$ cat src/sv/pi_rate_controller_feedforward_unit_defines.svh
// Assertion macros for the PI rate controller.
// Expects clk and rst_n in the scope where a macro is used.
`ifndef PI_RATE_CONTROLLER_FEEDFORWARD_UNIT_DEFINES_SVH
`define PI_RATE_CONTROLLER_FEEDFORWARD_UNIT_DEFINES_SVH

// Same-cycle implication, disabled during reset
`define PRCF_ASSERT(label, ante, cons, msg) \
    label: assert property (@(posedge clk) disable iff (!rst_n) (ante) |-> (cons)) \
        else $error(msg);

// Next-cycle implication, disabled during reset
`define PRCF_ASSERT_NEXT(label, ante, cons, msg) \
    label: assert property (@(posedge clk) disable iff (!rst_n) (ante) |=> (cons)) \
        else $error(msg);

`endif

$ cat src/sv/prcf_pkg.sv
// Shared widths, codes and reset values of the PI rate controller.
// No dependencies; used by the channel interfaces and the top level.
`timescale 1ns / 1ps

package prcf_pkg;

    localparam int DATA_W    = 32;
    localparam int INTEG_W   = 48;
    localparam int MAX_W     = 31;
    localparam int OP_W      = 2;
    localparam int CLIP_W    = 2;
    localparam int CFG_IDX_W = 8;

    // Serial unit lengths: one quotient bit or one gain bit per cycle
    localparam int DIV_STEPS = 48;
    localparam int MUL_STEPS = 32;
    localparam int CNT_W     = 6;

    // Operation codes
    localparam logic [OP_W-1:0] OP_POSITION = 2'd0;
    localparam logic [OP_W-1:0] OP_RATE     = 2'd1;
    localparam logic [OP_W-1:0] OP_TARGET   = 2'd2;
    localparam logic [OP_W-1:0] OP_RESET    = 2'd3;

    // Clip status codes
    localparam logic [CLIP_W-1:0] CLIP_NONE = 2'd0;
    localparam logic [CLIP_W-1:0] CLIP_HIGH = 2'd1;
    localparam logic [CLIP_W-1:0] CLIP_LOW  = 2'd2;

    // Register indexes
    localparam logic [CFG_IDX_W-1:0] REG_P_GAIN        = 8'd0;
    localparam logic [CFG_IDX_W-1:0] REG_I_GAIN        = 8'd1;
    localparam logic [CFG_IDX_W-1:0] REG_CONTROL_SLOPE = 8'd2;
    localparam logic [CFG_IDX_W-1:0] REG_MAX_OUTPUT    = 8'd3;

    // Reset values (1.0 in Q16.16)
    localparam logic signed [DATA_W-1:0] SLOPE_RESET = 32'sd65536;
    localparam logic [MAX_W-1:0]         MAX_RESET   = 31'd65536;

    // Saturation limits
    localparam logic signed [DATA_W-1:0] S32_MAX = 32'sh7FFF_FFFF;
    localparam logic signed [DATA_W-1:0] S32_MIN = 32'sh8000_0000;
    localparam logic signed [INTEG_W-1:0] S48_MAX = 48'sh7FFF_FFFF_FFFF;
    localparam logic signed [INTEG_W-1:0] S48_MIN = 48'sh8000_0000_0000;

endpackage

$ cat src/sv/prcf_if.sv
// Channel interfaces of the PI rate controller: sample in, result out, register write.
// Depends on prcf_pkg for widths.
`timescale 1ns / 1ps

// Input sample channel
interface prcf_in_if;
    logic                                 valid;
    logic                                 ready;
    logic [prcf_pkg::OP_W-1:0]            operation;
    logic signed [prcf_pkg::DATA_W-1:0]   value;
    logic signed [prcf_pkg::DATA_W-1:0]   reset_rate;
    logic [prcf_pkg::DATA_W-1:0]          elapsed_time;

    modport source (output valid, operation, value, reset_rate, elapsed_time, input ready);
    modport sink   (input valid, operation, value, reset_rate, elapsed_time, output ready);
endinterface

// Result channel
interface prcf_out_if;
    logic                                 valid;
    logic                                 ready;
    logic signed [prcf_pkg::DATA_W-1:0]   control_output;
    logic [prcf_pkg::CLIP_W-1:0]          clip_state;

    modport source (output valid, control_output, clip_state, input ready);
    modport sink   (input valid, control_output, clip_state, output ready);
endinterface

// Register write channel
interface prcf_cfg_if;
    logic                                 valid;
    logic                                 ready;
    logic [prcf_pkg::CFG_IDX_W-1:0]       index;
    logic [prcf_pkg::DATA_W-1:0]          data;

    modport source (output valid, index, data, input ready);
    modport sink   (input valid, index, data, output ready);
endinterface

$ cat src/sv/pi_rate_controller_feedforward_unit.sv
// PI rate controller with feed-forward and anti-windup, signed Q16.16 datapath.
// Depends on prcf_pkg, the interfaces in prcf_if.sv and the assertion macro header.
`timescale 1ns / 1ps
`include "pi_rate_controller_feedforward_unit_defines.svh"

// One sample beat in, one result beat out. Samples are handled one at a time;
// sample.ready is high only while the controller is free. A position sample
// with nonzero elapsed time first passes the restoring divider, which makes
// one quotient bit per cycle. Position and rate samples and target settings
// then pass two bit-serial shift-add multipliers that consume one gain bit
// per cycle (proportional and integral terms run side by side; a target uses
// only the first lane). A reset operation uses neither unit. A finished
// result sits in an output register while the next sample is taken.
// Register writes are always accepted; reset_rate has no effect on results.
module pi_rate_controller_feedforward_unit (
    input  logic            clk,
    input  logic            rst_n,
    prcf_in_if.sink         sample,
    prcf_out_if.source      result,
    prcf_cfg_if.sink        cfg
);

    typedef enum logic [3:0] {
        S_IDLE,
        S_DIV,
        S_RATE,
        S_ERR,
        S_MUL,
        S_SUM,
        S_CLIP,
        S_TARGET,
        S_DONE
    } state_t;

    localparam int PROD_W = prcf_pkg::INTEG_W + 1 + 16;   // product >> 16
    localparam int SUM_W  = PROD_W + 2;

    state_t state_reg;

    // Registers and controller state
    logic signed [31:0] p_gain_reg, i_gain_reg, slope_reg;
    logic [30:0]        max_reg;
    logic signed [31:0] last_pos_reg, raw_target_reg, scaled_target_reg, drive_reg;
    logic signed [47:0] integ_reg, integ_prev_reg;

    // Per-sample working registers
    logic [1:0]         op_reg;
    logic [31:0]        dt_reg;
    logic               neg_reg;
    logic [47:0]        div_reg;
    logic [31:0]        rem_reg;
    logic [5:0]         cnt_reg;
    logic signed [31:0] rate_reg, err_reg;
    logic signed [SUM_W-1:0] sum_reg;

    // Two bit-serial multiplier lanes: 0 = proportional / slope, 1 = integral
    logic signed [47:0] mcand_reg [2];
    logic [31:0]        mplier_reg [2];
    logic signed [48:0] acc_reg [2];
    logic [31:0]        lo_reg [2];
    logic signed [48:0] acc_next [2];
    logic [31:0]        lo_next [2];
    logic signed [PROD_W-1:0] prod [2];

    // Pending and presented results
    logic signed [31:0] res_value_reg, out_value_reg;
    logic [1:0]         res_clip_reg, out_clip_reg;
    logic               out_valid_reg;

    assign sample.ready          = (state_reg == S_IDLE);
    assign cfg.ready             = 1'b1;
    assign result.valid          = out_valid_reg;
    assign result.control_output = out_value_reg;
    assign result.clip_state     = out_clip_reg;

    // Position difference and its magnitude (always fits 32 bits)
    logic signed [32:0] pos_diff, pos_diff_neg;
    logic [31:0]        diff_mag;
    assign pos_diff     = {sample.value[31], sample.value} - {last_pos_reg[31], last_pos_reg};
    assign pos_diff_neg = -pos_diff;
    assign diff_mag     = pos_diff[32] ? pos_diff_neg[31:0] : pos_diff[31:0];

    // Restoring divider step
    logic [32:0] rem_shift, rem_diff;
    logic        q_bit;
    logic [31:0] rem_new;
    assign rem_shift = {rem_reg, div_reg[47]};
    assign rem_diff  = rem_shift - {1'b0, dt_reg};
    assign q_bit     = (rem_shift >= {1'b0, dt_reg});
    assign rem_new   = q_bit ? rem_diff[31:0] : rem_shift[31:0];

    // Rate from quotient, saturated by sign
    logic [31:0]        q_neg;
    logic signed [31:0] div_rate;
    assign q_neg = -div_reg[31:0];
    always_comb
    begin
        if (neg_reg)
        begin
            div_rate = (div_reg > 48'h0000_8000_0000) ? prcf_pkg::S32_MIN : signed'(q_neg);
        end
        else
        begin
            div_rate = (div_reg > 48'h0000_7FFF_FFFF) ? prcf_pkg::S32_MAX
                                                       : signed'(div_reg[31:0]);
        end
    end

    // Error and integrator update, both saturating
    logic signed [32:0] err_wide;
    logic signed [31:0] err_sat;
    logic signed [48:0] integ_wide;
    logic signed [47:0] integ_sat;
    assign err_wide   = {scaled_target_reg[31], scaled_target_reg} - {rate_reg[31], rate_reg};
    assign err_sat    = (err_wide[32] != err_wide[31])
                        ? (err_wide[32] ? prcf_pkg::S32_MIN : prcf_pkg::S32_MAX)
                        : err_wide[31:0];
    assign integ_wide = 49'(integ_reg) + 49'(err_sat);
    assign integ_sat  = (integ_wide[48] != integ_wide[47])
                        ? (integ_wide[48] ? prcf_pkg::S48_MIN : prcf_pkg::S48_MAX)
                        : integ_wide[47:0];

    // Multiplier lane step: add the multiplicand on a set gain bit, subtract on
    // the sign bit, then shift the partial product right by one
    always_comb
    begin
        logic signed [49:0] addend;
        logic signed [49:0] acc_sum;
        for (int l = 0; l < 2; l++)
        begin
            addend  = mplier_reg[l][0] ? 50'(mcand_reg[l]) : 50'sd0;
            acc_sum = (cnt_reg == 6'(prcf_pkg::MUL_STEPS - 1))
                      ? 50'(acc_reg[l]) - addend
                      : 50'(acc_reg[l]) + addend;
            acc_next[l] = acc_sum[49:1];
            lo_next[l]  = {acc_sum[0], lo_reg[l][31:1]};
            prod[l]     = {acc_reg[l], lo_reg[l][31:16]};
        end
    end

    // Scaled target saturation
    logic               prod0_fits;
    logic signed [31:0] scaled_sat;
    assign prod0_fits = (&prod[0][PROD_W-1:31]) || !(|prod[0][PROD_W-1:31]);
    assign scaled_sat = prod0_fits ? prod[0][31:0]
                        : (prod[0][PROD_W-1] ? prcf_pkg::S32_MIN : prcf_pkg::S32_MAX);

    // Clip limits
    logic signed [SUM_W-1:0] max_pos, max_neg;
    logic                    over_high, over_low;
    assign max_pos   = signed'(SUM_W'(max_reg));
    assign max_neg   = -max_pos;
    assign over_high = (sum_reg > max_pos);
    assign over_low  = (sum_reg < max_neg);

    // Register writes; unknown indexes are ignored
    always_ff @(posedge clk or negedge rst_n)
    begin
        if (!rst_n)
        begin
            p_gain_reg <= '0;
            i_gain_reg <= '0;
            slope_reg  <= prcf_pkg::SLOPE_RESET;
            max_reg    <= prcf_pkg::MAX_RESET;
        end
        else if (cfg.valid)
        begin
            unique case (cfg.index)
                prcf_pkg::REG_P_GAIN:        p_gain_reg <= signed'(cfg.data);
                prcf_pkg::REG_I_GAIN:        i_gain_reg <= signed'(cfg.data);
                prcf_pkg::REG_CONTROL_SLOPE: slope_reg  <= signed'(cfg.data);
                prcf_pkg::REG_MAX_OUTPUT:    max_reg    <= cfg.data[30:0];
                default: ;
            endcase
        end
    end

    // Sequencer, datapath registers and output register
    always_ff @(posedge clk or negedge rst_n)
    begin
        if (!rst_n)
        begin
            state_reg         <= S_IDLE;
            last_pos_reg      <= '0;
            raw_target_reg    <= '0;
            scaled_target_reg <= '0;
            integ_reg         <= '0;
            integ_prev_reg    <= '0;
            drive_reg         <= '0;
            op_reg            <= prcf_pkg::OP_POSITION;
            dt_reg            <= '0;
            neg_reg           <= 1'b0;
            div_reg           <= '0;
            rem_reg           <= '0;
            cnt_reg           <= '0;
            rate_reg          <= '0;
            err_reg           <= '0;
            sum_reg           <= '0;
            for (int l = 0; l < 2; l++)
            begin
                mcand_reg[l]  <= '0;
                mplier_reg[l] <= '0;
                acc_reg[l]    <= '0;
                lo_reg[l]     <= '0;
            end
            res_value_reg     <= '0;
            res_clip_reg      <= prcf_pkg::CLIP_NONE;
            out_value_reg     <= '0;
            out_clip_reg      <= prcf_pkg::CLIP_NONE;
            out_valid_reg     <= 1'b0;
        end
        else
        begin
            // S_DONE sets the valid itself
            if (result.ready && state_reg != S_DONE)
            begin
                out_valid_reg <= 1'b0;
            end

            unique case (state_reg)
                S_IDLE:
                begin
                    if (sample.valid)
                    begin
                        op_reg  <= sample.operation;
                        dt_reg  <= sample.elapsed_time;
                        cnt_reg <= '0;
                        unique case (sample.operation)
                            prcf_pkg::OP_RESET:
                            begin
                                last_pos_reg  <= sample.value;
                                integ_reg     <= '0;
                                drive_reg     <= '0;
                                res_value_reg <= '0;
                                res_clip_reg  <= prcf_pkg::CLIP_NONE;
                                state_reg     <= S_DONE;
                            end
                            prcf_pkg::OP_TARGET:
                            begin
                                raw_target_reg <= sample.value;
                                mcand_reg[0]   <= 48'(sample.value);
                                mplier_reg[0]  <= slope_reg;
                                acc_reg[0]     <= '0;
                                lo_reg[0]      <= '0;
                                state_reg      <= S_MUL;
                            end
                            prcf_pkg::OP_POSITION:
                            begin
                                last_pos_reg <= sample.value;
                                neg_reg      <= pos_diff[32];
                                div_reg      <= {diff_mag, 16'h0000};
                                rem_reg      <= '0;
                                if (sample.elapsed_time == '0)
                                begin
                                    // zero time: full-scale rate by direction
                                    if (pos_diff == '0)
                                        rate_reg <= '0;
                                    else if (pos_diff[32])
                                        rate_reg <= prcf_pkg::S32_MIN;
                                    else
                                        rate_reg <= prcf_pkg::S32_MAX;
                                    state_reg <= S_ERR;
                                end
                                else
                                begin
                                    state_reg <= S_DIV;
                                end
                            end
                            prcf_pkg::OP_RATE:
                            begin
                                rate_reg  <= sample.value;
                                state_reg <= S_ERR;
                            end
                            default: ;
                        endcase
                    end
                end

                // One quotient bit per cycle
                S_DIV:
                begin
                    div_reg <= {div_reg[46:0], q_bit};
                    rem_reg <= rem_new;
                    cnt_reg <= cnt_reg + 6'd1;
                    if (cnt_reg == 6'(prcf_pkg::DIV_STEPS - 1))
                    begin
                        state_reg <= S_RATE;
                    end
                end

                S_RATE:
                begin
                    rate_reg  <= div_rate;
                    state_reg <= S_ERR;
                end

                // Error, integrator, and multiplier launch
                S_ERR:
                begin
                    err_reg        <= err_sat;
                    integ_prev_reg <= integ_reg;
                    integ_reg      <= integ_sat;
                    mcand_reg[0]   <= 48'(err_sat);
                    mplier_reg[0]  <= p_gain_reg;
                    mcand_reg[1]   <= integ_sat;
                    mplier_reg[1]  <= i_gain_reg;
                    for (int l = 0; l < 2; l++)
                    begin
                        acc_reg[l] <= '0;
                        lo_reg[l]  <= '0;
                    end
                    cnt_reg   <= '0;
                    state_reg <= S_MUL;
                end

                // One gain bit per cycle in each lane
                S_MUL:
                begin
                    for (int l = 0; l < 2; l++)
                    begin
                        acc_reg[l]    <= acc_next[l];
                        lo_reg[l]     <= lo_next[l];
                        mplier_reg[l] <= {1'b0, mplier_reg[l][31:1]};
                    end
                    cnt_reg <= cnt_reg + 6'd1;
                    if (cnt_reg == 6'(prcf_pkg::MUL_STEPS - 1))
                    begin
                        state_reg <= (op_reg == prcf_pkg::OP_TARGET) ? S_TARGET : S_SUM;
                    end
                end

                // Feed-forward plus P and I terms, exact
                S_SUM:
                begin
                    sum_reg   <= SUM_W'(raw_target_reg) + SUM_W'(prod[0]) + SUM_W'(prod[1]);
                    state_reg <= S_CLIP;
                end

                // Clip and conditional anti-windup
                S_CLIP:
                begin
                    priority if (over_high)
                    begin
                        res_value_reg <= signed'({1'b0, max_reg});
                        drive_reg     <= signed'({1'b0, max_reg});
                        res_clip_reg  <= prcf_pkg::CLIP_HIGH;
                        if (err_reg > 0)
                            integ_reg <= integ_prev_reg;
                    end
                    else if (over_low)
                    begin
                        res_value_reg <= max_neg[31:0];
                        drive_reg     <= max_neg[31:0];
                        res_clip_reg  <= prcf_pkg::CLIP_LOW;
                        if (err_reg < 0)
                            integ_reg <= integ_prev_reg;
                    end
                    else
                    begin
                        res_value_reg <= sum_reg[31:0];
                        drive_reg     <= sum_reg[31:0];
                        res_clip_reg  <= prcf_pkg::CLIP_NONE;
                    end
                    state_reg <= S_DONE;
                end

                // New target: store scaled value, report held drive
                S_TARGET:
                begin
                    scaled_target_reg <= scaled_sat;
                    res_value_reg     <= drive_reg;
                    res_clip_reg      <= prcf_pkg::CLIP_NONE;
                    state_reg         <= S_DONE;
                end

                // Hand the result to the output register once it is free
                S_DONE:
                begin
                    if (!out_valid_reg || result.ready)
                    begin
                        out_value_reg <= res_value_reg;
                        out_clip_reg  <= res_clip_reg;
                        out_valid_reg <= 1'b1;
                        state_reg     <= S_IDLE;
                    end
                end

                default: state_reg <= S_IDLE;
            endcase
        end
    end

    // Checks
    `PRCF_ASSERT_NEXT(a_busy_after_accept, sample.valid && sample.ready, !sample.ready,
        "sample accepted while busy")
    `PRCF_ASSERT(a_div_count, state_reg == S_DIV, cnt_reg < 6'(prcf_pkg::DIV_STEPS),
        "divider ran past its last step")
    `PRCF_ASSERT(a_clip_high_sign,
        result.valid && result.clip_state == prcf_pkg::CLIP_HIGH,
        !result.control_output[31], "high clip with negative output")
    `PRCF_ASSERT(a_clip_low_sign,
        result.valid && result.clip_state == prcf_pkg::CLIP_LOW,
        result.control_output[31] || result.control_output == '0,
        "low clip with positive output")
    `PRCF_ASSERT_NEXT(a_anti_windup, state_reg == S_CLIP && over_high && err_reg > 0,
        integ_reg == $past(integ_prev_reg), "integrator wound up while clipped high")

endmodule
$ cat src/flat_wrapper.sv
// flat-port wrapper written by rule: the top's interface ports become plain ports
module pi_rate_controller_feedforward_unit_flat 
  (clk, rst_n, sample_valid, sample_operation, sample_value, sample_reset_rate, sample_elapsed_time, sample_ready, result_valid, result_control_output, result_clip_state, result_ready, cfg_valid, cfg_index, cfg_data, cfg_ready);
  prcf_in_if sample_i ();
  prcf_out_if result_i ();
  prcf_cfg_if cfg_i ();
  input  logic clk;
  input  logic rst_n;
  input wire logic [$bits(sample_i.valid)-1:0] sample_valid;
  input wire logic [$bits(sample_i.operation)-1:0] sample_operation;
  input wire logic [$bits(sample_i.value)-1:0] sample_value;
  input wire logic [$bits(sample_i.reset_rate)-1:0] sample_reset_rate;
  input wire logic [$bits(sample_i.elapsed_time)-1:0] sample_elapsed_time;
  output wire logic [$bits(sample_i.ready)-1:0] sample_ready;
  output wire logic [$bits(result_i.valid)-1:0] result_valid;
  output wire logic [$bits(result_i.control_output)-1:0] result_control_output;
  output wire logic [$bits(result_i.clip_state)-1:0] result_clip_state;
  input wire logic [$bits(result_i.ready)-1:0] result_ready;
  input wire logic [$bits(cfg_i.valid)-1:0] cfg_valid;
  input wire logic [$bits(cfg_i.index)-1:0] cfg_index;
  input wire logic [$bits(cfg_i.data)-1:0] cfg_data;
  output wire logic [$bits(cfg_i.ready)-1:0] cfg_ready;
  assign sample_i.valid = sample_valid;
  assign sample_i.operation = sample_operation;
  assign sample_i.value = sample_value;
  assign sample_i.reset_rate = sample_reset_rate;
  assign sample_i.elapsed_time = sample_elapsed_time;
  assign sample_ready = sample_i.ready;
  assign result_valid = result_i.valid;
  assign result_control_output = result_i.control_output;
  assign result_clip_state = result_i.clip_state;
  assign result_i.ready = result_ready;
  assign cfg_i.valid = cfg_valid;
  assign cfg_i.index = cfg_index;
  assign cfg_i.data = cfg_data;
  assign cfg_ready = cfg_i.ready;
  pi_rate_controller_feedforward_unit u_core (.clk(clk), .rst_n(rst_n), .sample(sample_i), .result(result_i), .cfg(cfg_i));
endmodule
$ cat config.mk
export PLATFORM = sky130hd
export DESIGN_NAME = pi_rate_controller_feedforward_unit_flat
export DESIGN_NICKNAME = d
export VERILOG_FILES = /design/src/sv/prcf_pkg.sv /design/src/sv/prcf_if.sv /design/src/sv/pi_rate_controller_feedforward_unit.sv /design/src/flat_wrapper.sv
export VERILOG_INCLUDE_DIRS = /design/src /design/src/sv
export SDC_FILE = /design/constraint.sdc
export NUM_CORES = 2
export LEC_CHECK = 0
export BUFFER_PORTS_ARGS = -buffer_cell sky130_fd_sc_hd__buf_2
export CORE_AREA = 2 2 336 505
export CTS_CLUSTER_SIZE = 8
export DETAILED_ROUTE_END_ITERATION = 10
export DIE_AREA = 0 0 338 507
export GPL_ROUTABILITY_DRIVEN = 0
export GPL_TIMING_DRIVEN = 0
export PLACE_DENSITY = 0.62
export SYNTH_ARGS = -nofsm -noshare
export SYNTH_HDL_FRONTEND = slang
export SYNTH_SLANG_ARGS = --single-unit
$ cat constraint.sdc
create_clock -name clk -period 20.1 [get_ports clk]
set_clock_uncertainty 0.2 [all_clocks]
set_input_delay 3.015 -clock clk [delete_from_list [all_inputs] [get_ports clk]]
set_output_delay 3.015 -clock clk [all_outputs]
set_load 0.02 [all_outputs]
; ---- Yosys cells after proc, flatten, opt, wreduce, memory -nomap -nowiden
; Cells that the tools add are included.
[totals]
regBits = 998
input_bits = 143
out_inout_bits = 37
wordCells = 201
[classes]
add_sub_neg = 14
order_cmp = 7
n_eq_ne = 32
muxes = 73
n_reduce_logical = 42
[op_table]
columns = cell, count
row1 = 32-bit two-way mux, 23
row2 = 48-bit two-way mux, 12
row3 = 32-bit case mux with 2 select lines, 6
row4 = 32-bit case mux with 3 select lines, 3
row5 = 50-bit two-way mux, 4
row6 = 48-bit case mux with 2 select lines, 2
row7 = 49-bit case mux with 3 select lines, 1
row8 = 48-bit case mux with 3 select lines, 1
row9 = 49-bit by 50-bit adder with 50-bit output, 2
row10 = 49-bit by 50-bit subtractor with 50-bit output, 2
row11 = 49-bit two-way mux, 2
row12 = 49-bit case mux with 2 select lines, 1
row13 = 66-bit by 65-bit adder with 67-bit output, 1
row14 = 67-bit by 32-bit > comparator with 1-bit output, 1
row15 = 67-bit < comparator, 1
row16 = 31-bit negator with 67-bit output, 1
row17 = 32-bit by 65-bit adder with 66-bit output, 1
row18 = 32-bit by 32-bit subtractor with 33-bit output, 2
row19 = 32-bit negator, 2
row20 = 48-bit by 32-bit adder with 49-bit output, 1
row21 = 48-bit by 31-bit > comparator with 1-bit output (second input constant), 1
row22 = 48-bit by 32-bit > comparator with 1-bit output (second input constant), 1
row23 = 34-bit AND reduction, 1
row24 = 34-bit OR reduction, 1
row25 = other kinds (45), 95

; ---- Depth between registers and ports, before layout
[logic_depth]
ltp_word = 7
depth_mapped = 36

; ---- Worst setup path after synthesis
; Ideal clock, no wire load.
[synth_path]
path_type = reg2reg
start = reg u_core.rate_reg[1]
end = reg u_core.integ_reg[15]
arrival_time_ps = 7520
required_ps = 19818
slack_ps = 12298
path_stages_with_launch = 36
period_less_slack_ps = 7802
cell_sequence = dfrtp_1 -> inv_1 -> ha_1 -> nor2b_1 -> o21ai_0 -> a21boi_0 -> o32ai_1 -> o31ai_1 -> o21ai_0 -> o21ai_0 -> o41ai_1 -> o21ai_0 -> nand3_1 -> nand2_1 -> xor2_1 -> ha_1 -> clkbuf_1 -> nand3_1 -> buf_1 -> o21ai_0 -> ha_1 -> inv_1 -> fa_1 -> nor2b_1 -> o31ai_1 -> a21oi_1 -> a31oi_1 -> o31ai_1 -> a31oi_1 -> o41ai_1 -> buf_2 -> a22oi_1 -> nor2_1 -> clkbuf_1 -> a21oi_1 -> a31oi_1
[synth_via]
elab_chain_cells = 7
[synth_rtl]
columns = element, line_no
row1 = "start, declared", pi_rate_controller_feedforward_unit.sv:53  ; logic signed [31:0] rate_reg, err_reg;
row2 = "start signal, assigned", pi_rate_controller_feedforward_unit.sv:259  ; rate_reg <= prcf_pkg::S32_MIN;
row3 = "start signal, assigned", pi_rate_controller_feedforward_unit.sv:261  ; rate_reg <= prcf_pkg::S32_MAX;
row4 = "start signal, assigned", pi_rate_controller_feedforward_unit.sv:271  ; rate_reg <= sample.value;
row5 = 32-bit by 32-bit subtractor with 33-bit output (*), pi_rate_controller_feedforward_unit.sv:114  ; assign err_wide = {scaled_target_reg[31], scaled_target_reg} - {rate_reg[31], rate_reg};
row6 = 32-bit two-way mux / 1-bit != test (equally long branches), "pi_rate_controller_feedforward_unit.sv:116, pi_rate_controller_feedforward_unit.sv:115"
row7 = 32-bit two-way mux (*), pi_rate_controller_feedforward_unit.sv:116  ; ? (err_wide[32] ? prcf_pkg::S32_MIN : prcf_pkg::S32_MAX)
row8 = net u_core.err_sat[0], pi_rate_controller_feedforward_unit.sv:111  ; logic signed [31:0] err_sat;
row9 = 48-bit by 32-bit adder with 49-bit output (*), pi_rate_controller_feedforward_unit.sv:118  ; assign integ_wide = 49'(integ_reg) + 49'(err_sat);
row10 = 48-bit two-way mux / 1-bit != test (equally long branches), "pi_rate_controller_feedforward_unit.sv:120, pi_rate_controller_feedforward_unit.sv:119"
row11 = 48-bit two-way mux (*), pi_rate_controller_feedforward_unit.sv:120  ; ? (integ_wide[48] ? prcf_pkg::S48_MIN : prcf_pkg::S48_MAX)
row12 = 48-bit case mux with 3 select lines (*), pi_rate_controller_feedforward_unit.sv:220  ; unique case (state_reg)
row13 = "end signal, assigned", pi_rate_controller_feedforward_unit.sv:302  ; integ_reg <= integ_sat;
row14 = "end signal, assigned", pi_rate_controller_feedforward_unit.sv:348  ; integ_reg <= integ_prev_reg;
row15 = "end signal, assigned", pi_rate_controller_feedforward_unit.sv:356  ; integ_reg <= integ_prev_reg;
row16 = "end, declared", pi_rate_controller_feedforward_unit.sv:44  ; logic signed [47:0] integ_reg, integ_prev_reg;
; The timed path passes the listed nets; every way through them passes the cells marked *.
; A chain may end at the register's enable or synchronous reset.

; ---- Worst setup path in the final report
[layout_path]
start = reg u_core.rate_reg[1]
end = reg u_core.integ_reg[18]
; Same word-level chain as after synthesis.

==> metrics.md <==
| Metric | Value |
|---|---|
| Num CTS Buffers | 138 |
| Post_cts resized | 0 |
| FF+latch count, synth | 950 |
| Root Buffer | clkbuf_16 |
| Largest net degree at the start of global routing | 129 |
| Final hold violation count | 0 |
| GR Overflow Total | 0 |
| Compound-gate portion of the synthesized area | 21.3% |
| Clock Latency Late Sink | 0.81 ns |
| Min Tclk post-route | 11.66 ns |
| Die Y | 507 um |
| Largest family of logic cells by synthesized area | compound AO/OA/AOI/OAI gates |
| WL/cell | 23.9 um |
| FF-to-FF Start | u_core.rate_reg[1] |
| Post-Synthesis Cells | 7,239 |
| Max Cap Viol | 2 |
| Hold Path Cell Cnt | 2 |
| Setup violators final | 0 |
| Nets@finish | 8,174 |
| Initial antenna violation count | 12 |
| Slew margin rel. | -1.22% |
| Syn Area/Cell | 8.73 sq um |
| Core footprint | 0.167 sq mm |
| RSZ-0062 raised after global routing | no |
| XOR/XNOR share of the synthesized area | 5.02% |
| Worst-case clock buffer depth | 3 |
| Slowest CP cell | nor2_1 |
| EDFF count, synth | 0 |
| Fmax achieved | 85.8 MHz |
| Worst Hold Class | flop to flop |
| Worst-Margin Slew | 1.50 ns |
| Ys async rst share | 100% |
| Critical path launch point type | flop |
| CP Data Required Time | 20.62 ns |
| CTS tree | built |
| Most used DFF post-synth | dfrtp_1 |
| Hold Path Sink | u_core.mplier_reg[62] |
| H-Tree Depth | 4 |
| Register area share after synthesis | 37.6% |
| Reg-to-reg slack, setup | 8.44 ns |
| Post-DP HPWL | 183,000 um |
| DRC | 0 |
| Fin util | 42.6% |
| Hold buffers post-CTS | 0 |
| Post-synthesis mux area share | 4.70% |
| Layout cells sized above 1 | 8.34% |
| Drt pass-1 iters | 7 |
| Netlist Area Pre-Place | 0.0632 sq mm |
| Ys Warns | 0 |
| Critical path arrival | 12.18 ns |
| Chip width | 338 um |
| Slew Limit Fails | 3 |
| Dpl cell area | 0.0670 sq mm |
| Final wirelength | 234,000 um |
| CP startpoint | u_core.rate_reg[1] |
| Clock transition at path regs | 0.05 ns |
| Total clock sinks | 950 |
| Setup TNS | 0 ns |
| Most frequent cells in the layout | nand2_1, dfrtp_1, o21ai_0 |
| Hold path startpoint | u_core.mplier_reg[63] |
| DR vias | 57,700 |
| R2r endpoint | u_core.integ_reg[18] |
| CP max stage delay | 0.68 ns |
| Final period util | 58.0% |
| Status | finished with violations |
| Crit Path Class | flop to flop |
| Failing checks | max-capacitance violations, max-slew violations |
| Total GRT Usage | 27.1% |
| Vias in the first global route | 57,800 |
| Routed Antenna Nets | 0 |
| Post-synthesis adder-cell area fraction | 10.7% |
| Critical Path End Type | flop |
| Die ar. | 0.171 sq mm |
| Io pins | 180 |
| Final Cell Area | 0.0711 sq mm |
| Reg2Reg Depth | 35 |
| Initial Util | 37.8% |
| Port-buffer cells | 146 |
| Max FFs per register | 98 |
| Vias per Instance | 5.88 |
| Drt first-iter violations | 4,748 |
| Crit path max fanout | 10 |
| Area Overhead vs Synth | 12.5% |
| Simple-gate share of the synthesized area | 16.8% |
| Syn_nets | 7,871 |
| Most used cell along the critical path | o21ai_0 |
| Library cells used by synthesis | 92 |
| Global-route wire length before repair | 351,000 um |
| Most common cell after layout, fill and taps aside | nand2_1 |
| Postcts setup bufs | 0 |
| Rows | 184 |
-- how the worst max path moves through the flow --
stage / endpoint / slack (ns) / cells after the start
floorplan: u_core.integ_reg[15] / 12.30 / 35
global placement: u_core.result.control_output[9] / -5.43 / 1
detailed placement: u_core.integ_reg[22] / 8.84 / 35
CTS: u_core.integ_reg[18] / 8.79 / 35
global route: u_core.integ_reg[15] / 7.79 / 35
finish: u_core.integ_reg[18] / 8.44 / 35
-- worst max-delay path: cells and delay by family (launching register included) --
kind,cells,cell delay [ns]
AOI/OAI and AO/OA,18,6.29
xor gates and xnor gates,1,0.37
adders and majority gates,4,1.14
buffers and inverters,6,1.66
DFF,1,0.38
and+or+nand+nor,6,1.52
-- synth_stat cells, types with 34 or more instances --
cell type	count	area share [%]
nand2_1	1165	6.9
dfrtp_1	948	38
o21ai_0	570	4.5
a21oi_1	540	4.3
nor2_1	513	3.0
ha_1	417	8.3
clkbuf_1	328	1.9
inv_1	251	1.5
a21o_1	230	2.7
mux2_2	227	4.0
xnor2_1	203	2.8
xor2_1	159	2.2
a31oi_1	128	1.3
nand3_1	125	0.99
nor3_1	117	0.93
nand4_1	92	0.91
fa_1	72	2.3
nor4_1	67	0.66
a22oi_1	62	0.74
nand2b_1	62	0.61
a22o_1	60	0.83
o31ai_1	58	0.69
and3_1	53	0.52
a211oi_1	52	0.62
o21a_1	52	0.62
o22ai_1	52	0.52
nor2b_1	49	0.49
o211ai_1	46	0.55
o21bai_1	45	0.53
mux2i_1	41	0.65
a221oi_1	38	0.53
buf_1	37	0.22
or3_1	34	0.34
-- per-stage QoR --
stage                     worst slack (ns)  hold WS (ns)  cells
final                                 8.44         0.267   9818
after global routing                  7.79         0.288   9811
after CTS                             8.79         0.271   9806
after detailed placement              8.84         0.262   9630
after global placement               -5.43         0.255   9617
after floorplan                      12.30         0.241   7239
-- area by class of cell --
class,count,area (sq um)
Multi-Input combinational cell,5657,37000
Tap cell,2232,2790
Clock buffer,160,3580
Buffer,379,1470
Timing Repair Buffer,163,1080
Sequential cell,950,23800
Antenna cell,8,20.0
Inverter,253,950
Clock inverter,16,408
Fill cell,16400,95800
-- layer usage --
layer  up-vias  part of all wire [%]  global-route usage [%]
met5         -                 0.020                       0
met4         8                    11                    25.2
met3       896                   6.3                    4.83
met2      2350                    48                    45.9
met1     28000                    35                    28.3
li1      26500                     -                       -
-- cell families (layout without fill, tap and decap cells) --
| logic type | count (synthesis) | after routing |
|---|---|---|
| and+or+nand+nor | 2395 | 2395 |
| AOI/OAI and AO/OA | 2132 | 2132 |
| DFF | 950 | 950 |
| buffers and inverters | 632 | 971 |
| adders and majority gates | 499 | 499 |
| xor gates and xnor gates | 362 | 362 |
| muxes | 268 | 268 |
| other | 1 | 9 |
Power is left out: the tool's default activity adds up to more than one toggle a clock period on the data nets, which glitch-free logic cannot reach.
